### config.mk
export PLATFORM = sky130hd
export DESIGN_NAME = ilvc_ctrl
export DESIGN_NICKNAME = d
export VERILOG_FILES = /design/src/design/ilvc_pkg.sv /design/src/design/ilvc_ctrl.sv
export SDC_FILE = /design/constraint.sdc
export NUM_CORES = 1
export LEC_CHECK = 0
export ABC_AREA = 1
export BUFFER_PORTS_ARGS = -buffer_cell sky130_fd_sc_hd__clkbuf_2
export CAP_MARGIN = 5
export CORE_AREA = 5 5 42 44
export CTS_BUF_LIST = sky130_fd_sc_hd__clkbuf_2
export DETAILED_ROUTE_END_ITERATION = 10
export DIE_AREA = 0 0 47 49
export GPL_TIMING_DRIVEN = 0
export PLACE_DENSITY_LB_ADDON = 0.2
export SYNTH_ARGS = -nofsm -noshare
export SYNTH_HDL_FRONTEND = slang
export SYNTH_SLANG_ARGS = --single-unit
### constraint.sdc
create_clock -name clock -period 1.06 [get_ports clock]
set_input_delay 0.106 -clock clock [delete_from_list [all_inputs] [get_ports clock]]
set_output_delay 0.106 -clock clock [all_outputs]
set_load 0.02 [all_outputs]
### src/design/ilvc_pkg.sv
// Shared types and constants for the index list vertex compaction block.
package ilvc_pkg;

   localparam int GEN_W    = 8;
   localparam int NUM_W    = 16;
   localparam int SRC_W    = 32;
   localparam int VCOUNT_W = 19;
   localparam int STATUS_W = 2;
   localparam int CSR_ADDR_W = 2;

   localparam logic [GEN_W-1:0] GEN_FIRST = GEN_W'(1);
   localparam logic [GEN_W-1:0] GEN_LAST  = {GEN_W{1'b1}};

   // Byte address of the vertex_count register.
   localparam logic [CSR_ADDR_W-1:0] ADDR_VERTEX_COUNT = CSR_ADDR_W'(0);

   typedef enum logic [STATUS_W-1:0] {
      STATUS_OK       = 2'd0,
      STATUS_RANGE    = 2'd1,
      STATUS_OVERFLOW = 2'd2
   } status_type;

   // Commands from the controller to the datapath.
   typedef struct packed {
      logic accept;   // latch the incoming item and open a list if marked first
      logic clear;    // write one stale entry of the clearing pass
      logic lookup;   // read the remap entry of the held item
      logic update;   // decide, write back and load the result register
   } cmd_type;

   // Status from the datapath to the controller.
   typedef struct packed {
      logic wrap;        // incoming first item wraps the generation tag
      logic clear_last;  // clearing pass is at its final entry
      logic out_free;    // result register can take a new result
   } sts_type;

endpackage

### src/design/ilvc_ctrl.sv
// Controller state machine sequencing clearing, lookup and update.
module ilvc_ctrl (
   input  logic             clock,
   input  logic             reset,
   input  logic             req_tvalid,
   output logic             req_tready,
   input  ilvc_pkg::sts_type sts,
   output ilvc_pkg::cmd_type cmd
);

   typedef enum logic [3:0] {
      ST_CLEAR  = 4'b0001,
      ST_IDLE   = 4'b0010,
      ST_LOOKUP = 4'b0100,
      ST_UPDATE = 4'b1000
   } state_type;

   state_type state_ff, state_in;
   logic      pending_ff, pending_in;

   always_comb begin
      state_in   = state_ff;
      pending_in = pending_ff;
      cmd        = '0;
      req_tready = 1'b0;
      case (state_ff)
         ST_CLEAR: begin
            cmd.clear = 1'b1;
            if (sts.clear_last) begin
               pending_in = 1'b0;
               state_in   = pending_ff ? ST_LOOKUP : ST_IDLE;
            end
         end
         ST_IDLE: begin
            req_tready = 1'b1;
            if (req_tvalid) begin
               cmd.accept = 1'b1;
               if (sts.wrap) begin
                  pending_in = 1'b1;
                  state_in   = ST_CLEAR;
               end else begin
                  state_in = ST_LOOKUP;
               end
            end
         end
         ST_LOOKUP: begin
            cmd.lookup = 1'b1;
            state_in   = ST_UPDATE;
         end
         ST_UPDATE: begin
            if (sts.out_free) begin
               cmd.update = 1'b1;
               state_in   = ST_IDLE;
            end
         end
         default: begin
            state_in   = ST_CLEAR;
            pending_in = 1'b0;
         end
      endcase
   end

   always_ff @(posedge clock) begin
      if (reset) begin
         state_ff   <= ST_CLEAR;
         pending_ff <= 1'b0;
      end else begin
         state_ff   <= state_in;
         pending_ff <= pending_in;
      end
   end

endmodule

==> results of run 1 <==
-- logic make-up after synthesis --
logic type	count (synthesis)	share of synthesized area, %
DFF	5	31.9
and+or+nand+nor	31	43.4
buffers and inverters	12	14.3
AOI/OAI and AO/OA	6	10.4
-- path summary, 6_finish.rpt --
kind               start           to  slack, ns  depth (start not counted)
min                reset  state_ff[1]       0.05                          2
max reg2reg  state_ff[3]   pending_ff      -0.06                          8
max          state_ff[2]       cmd[3]      -0.09                          4
min reg2reg   pending_ff   pending_ff       0.53                          2
-- cells in the mapped netlist (all sizes together) --
cell type | n | area share [%]
nor2 | 14 | 20
nand2 | 13 | 17
inv | 12 | 14
dfxtp | 5 | 32
nand3 | 4 | 6.4
o21ai | 3 | 4.8
a21oi | 2 | 3.2
o21a | 1 | 2.4
-- repair_timing --
| item | 4_1_cts | 5_1_grt |
|---|---|---|
| gates cloned | 0 | 0 |
| pin swaps | 0 | 7 |
| setup buffers | 4 | 0 |
| hold buffers | 0 | 0 |
| endpoints found under the setup margin | 8 | 9 |
| resized for setup | 24 | 20 |
-- metal layers --
metal  wire, um  vias up  track usage [%]
li1           -      198                -
met1        311      158             9.25
met2        384       10             11.1
met3         35        6             3.32
met4         21        0             6.91
met5          0        -                0
-- where the power goes --
| group | leakage [nW] | switching (mW) | total, mW | internal, mW |
|---|---|---|---|---|
| Combinational | 0.218 | 0.362 | 0.686 | 0.324 |
| Sequential | 0.0434 | 0.0790 | 0.347 | 0.268 |
| Clock | 0.0166 | 0.0823 | 0.182 | 0.100 |
| Total | 0.278 | 0.524 | 1.22 | 0.691 |
-- flip-flops by register name, indices dropped and copies added (netlist names) --
name and flops:
state_ff 4, pending_ff 1
-- metrics by stage --
| step | instance area (um2) | hold WS, ns | total power, mW |
|---|---|---|---|
| final | 542 | 0.0540 | 1.22 |
| after global routing | 542 | 0.0479 | 1.32 |
| after CTS | 495 | 0.0508 | 1.15 |
| after detailed placement | 384 | 0.310 | 0.763 |
| after global placement | 384 | 0.312 | 0.766 |
| after floorplan | 314 | 0.175 | 0.649 |
-- cell type report --
cell class / instances / area share [%]
multi-input cells: 37 / 40.6
repair buffers: 14 / 22.4
flip-flops and latches: 5 / 21.2
inverters: 12 / 8.31
clock buffers: 4 / 3.70
well taps: 16 / 3.70
==> out/qor.yml, run 1 <==
yosysSeqAreaShare_pct: 31.9
finalClockSkew_ns: 0.0121
grt_max_degree: 5
dr.pass1.iters: 4
ant_nets: 0
antenna_found_initial: 0
ys_types: 11
critPathBufInv: 1
post-route-min-period_ns: 1.15
postSynthCellCount: 54
cts_buffers: 3
crit_chain: "nor2_4 -> nand2_2 -> nor2_1 -> buf_4"
dpl_worst_slack_ns: -0.0292
cap_violations: 0
htree_levels: 1
violations: "setup timing"
cp.required_ns: 0.95
drive_gt1_share_pct: 59.7
p_per_area_nw_per_um2: 2240
cp_data_arrival_time_ns: 1.04
grt_pass1_wl_um: 1270
ir_worst_vdd_mv: 1.16
die_w_um: 47
gr-total-overflow: 0
clockBufferDepth: 2
start_kind: "register"
hold_path_class: "input port to register"
final_cells: 88
std_cell_rows: 14
final-setup-viol-count: 8
synth_seq_cells: 5
n_antenna_cell: 0
yosysWarningCount: 0
dr_total_vias: 372
postSynthAreaPerCell_um2: 5.82
path_delay_family: "flip-flops"
fin_nets: 79
hold_viol: 0
max-slew-margin-rel_pct: 91.0
worst-setup-path-type: "register to output pin"
dp.cells: 80
rsz0062_at_grt: "yes"
die_area_um2: 2300
routed_wl_um: 753
crit_path_max_fanout: 4
grt_usage_pct: 8.10
io_pins: 11
clk_latency_ns: 0.23
dieHeight_um: 49
slowest_stage: "dfxtp_4"
worst_pin_slew_ns: 0.135
portBuffers: 10
regArea_um2: 115
power_leakage_nw: 0.278
status: "finished with violations"
cts_tree: "yes"
postLayoutCoreUtil_pct: 38.7
hpwl_um: 594
period_share_pct: 108
syn-num-nets: 60
design.core.area_um2: 1400
synth_area_um2: 314
fillers: 151
first_iter_violations: 4
max_freq_ghz: 0.873
clockRootBuffer: "clkbuf_2"
start_util_pct: 22.4
wire_per_inst_um: 8.56
setup_slack_ns: -0.0851
vias_per_cell: 4.23
clock_sinks: 5
area_growth_pct: 72.5
slowest_delay_ns: 0.36
multi_input_area_um2: 220
drc: 0
drv_slew: 0
setup_tns_ns: -0.424
cts.clk_slew.worst_paths_ns: 0.07
grt_pass1_vias: 335
most-common-layout-cells: "nand2_1 (9), clkbuf_2 (9), inv_1 (7)"
gp_congestion: 0.763
cp-end-kind: "output pin"
Power figures use the tool's default switching activity.
==> inputs of run 2 (changes only) <==
--- a/config.mk
+++ b/config.mk
@@ -5,7 +5,6 @@
 export SDC_FILE = /design/constraint.sdc
 export NUM_CORES = 1
 export LEC_CHECK = 0
-export ABC_AREA = 1
 export BUFFER_PORTS_ARGS = -buffer_cell sky130_fd_sc_hd__clkbuf_2
 export CAP_MARGIN = 5
 export CORE_AREA = 5 5 42 44
==> run 2 against run 1 <==
  * The flow still finishes with violations (setup timing)
  * Global-route usage grew 3.1 points
  * Register-to-register slack lost 0.38 ns
  * Die area is the same
  * Non-clock buffer count grew 13
  * Via count grew 21%
  * Power shrank 6.1%
  * Critical path type is now register to register
  * Critical endpoint is now pending_ff
  * Largest power group unchanged
  * Highest routed layer is now met3
==> out/qor.yml, run 2 <==
status: "finished with violations"
violations: "setup timing"
met3_usage_pct: 2.21
hpwl_um: 697
htree_levels: 1
ant_nets: 0
final-setup-viol-count: 10
place_area_um2: 492
holdBufCountCts: 0
cp_data_arrival_time_ns: 1.61
clock_sinks: 5
postLayoutCoreUtil_pct: 54.1
cts_buffers: 3
most-common-layout-cells: "buf_4 (12), clkbuf_2 (9), nor2_1 (5)"
io_pins: 11
slowest_stage: "or3b_1"
final_common_cell: "buf_4"
power_leakage_nw: 0.323
portBuffers: 10
yosysTopAreaCell: "dfxtp_1"
fin_nets: 83
drive_gt1_share_pct: 63.2
grt_pass1_vias: 434
wire_per_inst_um: 12.9
gr-total-overflow: 0
cap_violations: 0
vias_per_cell: 4.88
post-route-min-period_ns: 1.50
n_antenna_cell: 0
die_w_um: 47
start_kind: "register"
postSynthAreaPerCell_um2: 7.43
yosysTopAreaCellShare_pct: 27.5
path_delay_family: "simple AND/OR/NAND/NOR gates"
drv_slew: 0
syn-num-nets: 55
setup_tns_ns: -3.42
reg_top3: "state_ff x4, pending_ff x1"
slowest_delay_ns: 0.37
dr_total_vias: 449
p_per_area_nw_per_um2: 1500
grt_max_degree: 11
drc: 0
synth_seq_cells: 5
cts_tree: "yes"
dr.pass1.iters: 5
clockBufferDepth: 2
ys_top_cells_by_count: "nor2_1 (7), dfxtp_1 (5), nand2b_1 (3), nor3b_1 (3), o21ai_1 (3)"
std_cell_rows: 14
die_area_um2: 2300
start_util_pct: 26.0
synth_area_um2: 364
synth_edf_count: 0
setup_slack_ns: -0.443
yosysSeqAreaShare_pct: 27.5
grt_usage_pct: 11.2
postSynthCellCount: 49
synth_area_leaders: "dfxtp_1 (27%), nor2_1 (7.2%), nor3b_1 (6.2%)"
first_iter_violations: 2
ys_types: 27
design.core.area_um2: 1400
antenna_found_initial: 0
synth-async-reset-ratio_pct: 0
routed_wl_um: 1190
met2_usage_pct: 16.7
cp-end-kind: "register"
critPathBufInv: 0
hold_path_class: "input port to register"
hold_viol: 0
postLayoutCellArea_um2: 758
worst_pin_slew_ns: 0.257
yosysMostFrequentCell: "nor2_1"
finalClockSkew_ns: 0.00265
largest_register: "state_ff"
grt_pass1_wl_um: 1900
rsz0062_at_grt: "yes"
crit_chain: "or3b_1 -> a311o_1 -> and3_1 -> o21ba_1"
max-slew-margin-rel_pct: 82.8
use_met1_pct: 14.7
clk_latency_ns: 0.21
crit_path_max_fanout: 2
worst-setup-path-type: "register to register"
dieHeight_um: 49
area_growth_pct: 108
whs_ns: 0.0962
ir_worst_vdd_mv: 0.866
cp.required_ns: 1.17
grt.busiest_layer: "met2"
clockRootBuffer: "clkbuf_2"
largest_reg_flops: 4
period_share_pct: 142
cts.clk_slew.worst_paths_ns: 0.05
total_power_mw: 1.14
yosysWarningCount: 0
max_freq_ghz: 0.665
gp_congestion: 0.696
synth_ff_type: "dfxtp_1"
## run 2: cell types whose count changed in the layout (fill, tap and decap cells not counted), sizes merged, moves of 2 or more
cell,delta
nor2,-7
clkbuf,+2
nand2b,+3
nor4b,+2
buf,+11
inv,-11
nand2,-11
nor4,+2
nand3,-2
a311o,+2
nor3b,+3
## run 2: metrics by stage
step,setup WS (ns),std cells
2_1_floorplan,-0.396,49
3_3_place_gp,-0.480,75
3_5_place_dp,-0.480,75
4_1_cts,-0.446,89
5_1_grt,-0.477,92
6_report,-0.443,92
## run 2: layout make-up
class | instances | area [um2]
inverters | 1 | 3.75
flip-flops and latches | 5 | 105
multi-input cells | 39 | 340
repair buffers | 23 | 215
plain buffers | 4 | 53.8
fillers | 134 | 643
clock buffers | 4 | 20.0
well taps | 16 | 20.0
## run 2: final timing paths
kind,startpoint,cells past startpoint,slack (ns),to
worst max register to register,state_ff[1],4,-0.44,pending_ff
worst max-delay path,state_ff[1],4,-0.44,pending_ff
worst min register to register,state_ff[2],2,0.56,state_ff[2]
worst min-delay path,reset,2,0.1,state_ff[1]
## run 2: metal layers
layer | wire (um) | share of wire (%)
met1 | 504 | 43
met2 | 652 | 55
met3 | 28 | 2.4
met4 | 0 | 0
met5 | 0 | 0
## run 2: power breakdown
part	internal (mW)	switching, mW
Sequential	0.221	0.0268
Clock	0.0998	0.0720
Combinational	0.424	0.297
Total	0.745	0.395
## run 2: cells by family (layout without fill, tap and decap cells)
family                 Yosys count  after routing  synth area share [%]
AND/OR/NAND/NOR                 27             27                  44.3
AO/OA/AOI/OAI                   12             12                  22.7
flip-flops                       5              5                  27.5
buffers and inverters            5             32                  5.50
## run 2: what timing repair did
item / CTS / global route
pin swaps: 8 / 8
endpoints found under the hold margin: 0 / 0
gates resized for setup: 16 / 17
setup endpoints to repair: 10 / 10
setup buffers: 10 / 3
## run 2: worst reg2reg max path, cell delays in order, from the launching register on
cell,delay [ns]
dfxtp_4,0.36
or3b_1,0.37
a311o_1,0.34
and3_1,0.16
o21ba_1,0.17
==> inputs of run 3 (changes only) <==
--- a/config.mk
+++ b/config.mk
@@ -12,7 +12,6 @@
 export DETAILED_ROUTE_END_ITERATION = 10
 export DIE_AREA = 0 0 47 49
 export GPL_TIMING_DRIVEN = 0
-export PLACE_DENSITY_LB_ADDON = 0.2
 export SYNTH_ARGS = -nofsm -noshare
 export SYNTH_HDL_FRONTEND = slang
 export SYNTH_SLANG_ARGS = --single-unit
==> run 3 against run 2 <==
  * The run still ends with setup timing left
  * Flip-flop and latch count is the same
  * Routed wire length grew 0.17%
  * Via count grew 6.0%
  * Sequential share of layout area grew 1.6 points
  * Fmax grew 3.8%
  * Non-clock buffer count is the same
  * Sequential power grew 4%
  * Die area is the same
  * Utilization shrank 3.1 points
  * Critical path depth is the same
  * Highest routed layer is now met4
==> out/qor.yml, run 3 (same netlist as run 2, synthesis figures left out) <==
worstRegToRegCells: 4
holdBufCountCts: 0
die_w_um: 47
gp_congestion: 0.802
drive_gt1_share_pct: 63.2
slowest_delay_ns: 0.37
htree_levels: 1
io_pins: 11
portBuffers: 10
first_iter_violations: 5
reg_top3: "state_ff x4, pending_ff x1"
hpwl_um: 719
cts_tree: "yes"
max-slew-margin-rel_pct: 83.0
antenna_found_initial: 0
grt_max_degree: 11
clock_sinks: 5
worst-setup-path-type: "register to register"
dp.cells: 75
cp.required_ns: 1.17
period_share_pct: 137
wire_per_inst_um: 12.9
post-route-min-period_ns: 1.45
gr-total-overflow: 0
crit_path_max_fanout: 4
vias_per_cell: 5.17
slowest_stage: "or3b_1"
setup_slack_ns: -0.387
violations: "setup timing"
cts_buffers: 3
start_util_pct: 26.0
hold_viol: 0
dieHeight_um: 49
grt_usage_pct: 11.2
routed_wl_um: 1190
drc: 0
design.core.area_um2: 1400
grt_pass1_wl_um: 1880
cap_violations: 0
max_freq_ghz: 0.691
largest_reg_flops: 4
fin_nets: 83
area_growth_pct: 96.2
dr.pass1.iters: 4
power_leakage_nw: 0.314
status: "finished with violations"
clockBufferDepth: 2
rsz0062_at_grt: "yes"
die_area_um2: 2300
std_cell_rows: 14
largest_register: "state_ff"
p_per_area_nw_per_um2: 1420
worst_pin_slew_ns: 0.253
n_antenna_cell: 0
start_kind: "register"
hold_path_class: "input port to register"
dr_total_vias: 476
setup_tns_ns: -2.99
grt_pass1_vias: 437
whs_ns: 0.0840
crit_chain: "or3b_1 -> a311o_1 -> and3_1 -> o21ba_1"
final_cells: 92
dpl_worst_slack_ns: -0.458
clk_latency_ns: 0.21
holdPathStages: 2
cp-end-kind: "register"
finalClockSkew_ns: 0.00288
final_common_cell: "buf_4"
drv_slew: 0
cts.clk_slew.worst_paths_ns: 0.05
ant_nets: 0
clockRootBuffer: "clkbuf_2"
most-common-layout-cells: "buf_4 (13), clkbuf_2 (9), buf_6 (6), nor2_1 (6), nand2b_1 (3)"
final-setup-viol-count: 10
total_power_mw: 1.01
cp_data_arrival_time_ns: 1.55
ir_worst_vdd_mv: 0.777
[run 3: metal layers]
metal / up-vias / global-route usage (%) / share of wire, % / routed length [um]
li1: 233 / - / - / -
met1: 224 / 12.4 / 40 / 469
met2: 14 / 17.6 / 52 / 617
met3: 5 / 1.85 / 3.7 / 44
met4: 0 / 9.22 / 4.6 / 55
met5: - / 0 / 0 / 0
[run 3: what timing repair did]
| action | CTS | global route |
|---|---|---|
| gates resized for setup | 16 | 19 |
| cloned | 0 | 0 |
| setup buffers | 9 | 5 |
| pin swaps | 9 | 7 |
| setup endpoints to repair | 10 | 10 |
[run 3: power by group]
group	total (mW)	switching, mW	internal [mW]
logic	0.584	0.254	0.330
clock network	0.173	0.0733	0.0997
registers	0.257	0.0330	0.224
[run 3: layout make-up]
class | count | area [um2]
repair buffers | 24 | 195
flip-flops and latches | 5 | 110
well taps | 16 | 20.0
fillers | 150 | 687
clock buffers | 4 | 20.0
inverters | 1 | 6.26
plain buffers | 3 | 37.5
multi-input cells | 39 | 325
[run 3: worst max-delay path, delay by kind of cell (launching register included)]
kind | cells | cell delay (ns)
flops | 1 | 0.36
compound gates | 2 | 0.45
simple gates | 2 | 0.53
[run 3: metrics by stage]
step | cell area (um2) | utilization (%)
after detailed placement | 492 | 35.1
after global placement | 492 | 35.1
final | 714 | 51.0
after global routing | 714 | 51.0
after floorplan | 422 | -
after CTS | 642 | 45.8
[run 3: worst paths after layout]
check	startpoint	end	slack, ns
max	state_ff[1]	pending_ff	-0.39
min	reset	state_ff[1]	0.08
max reg2reg	state_ff[1]	pending_ff	-0.39
min reg2reg	state_ff[3]	state_ff[2]	0.62
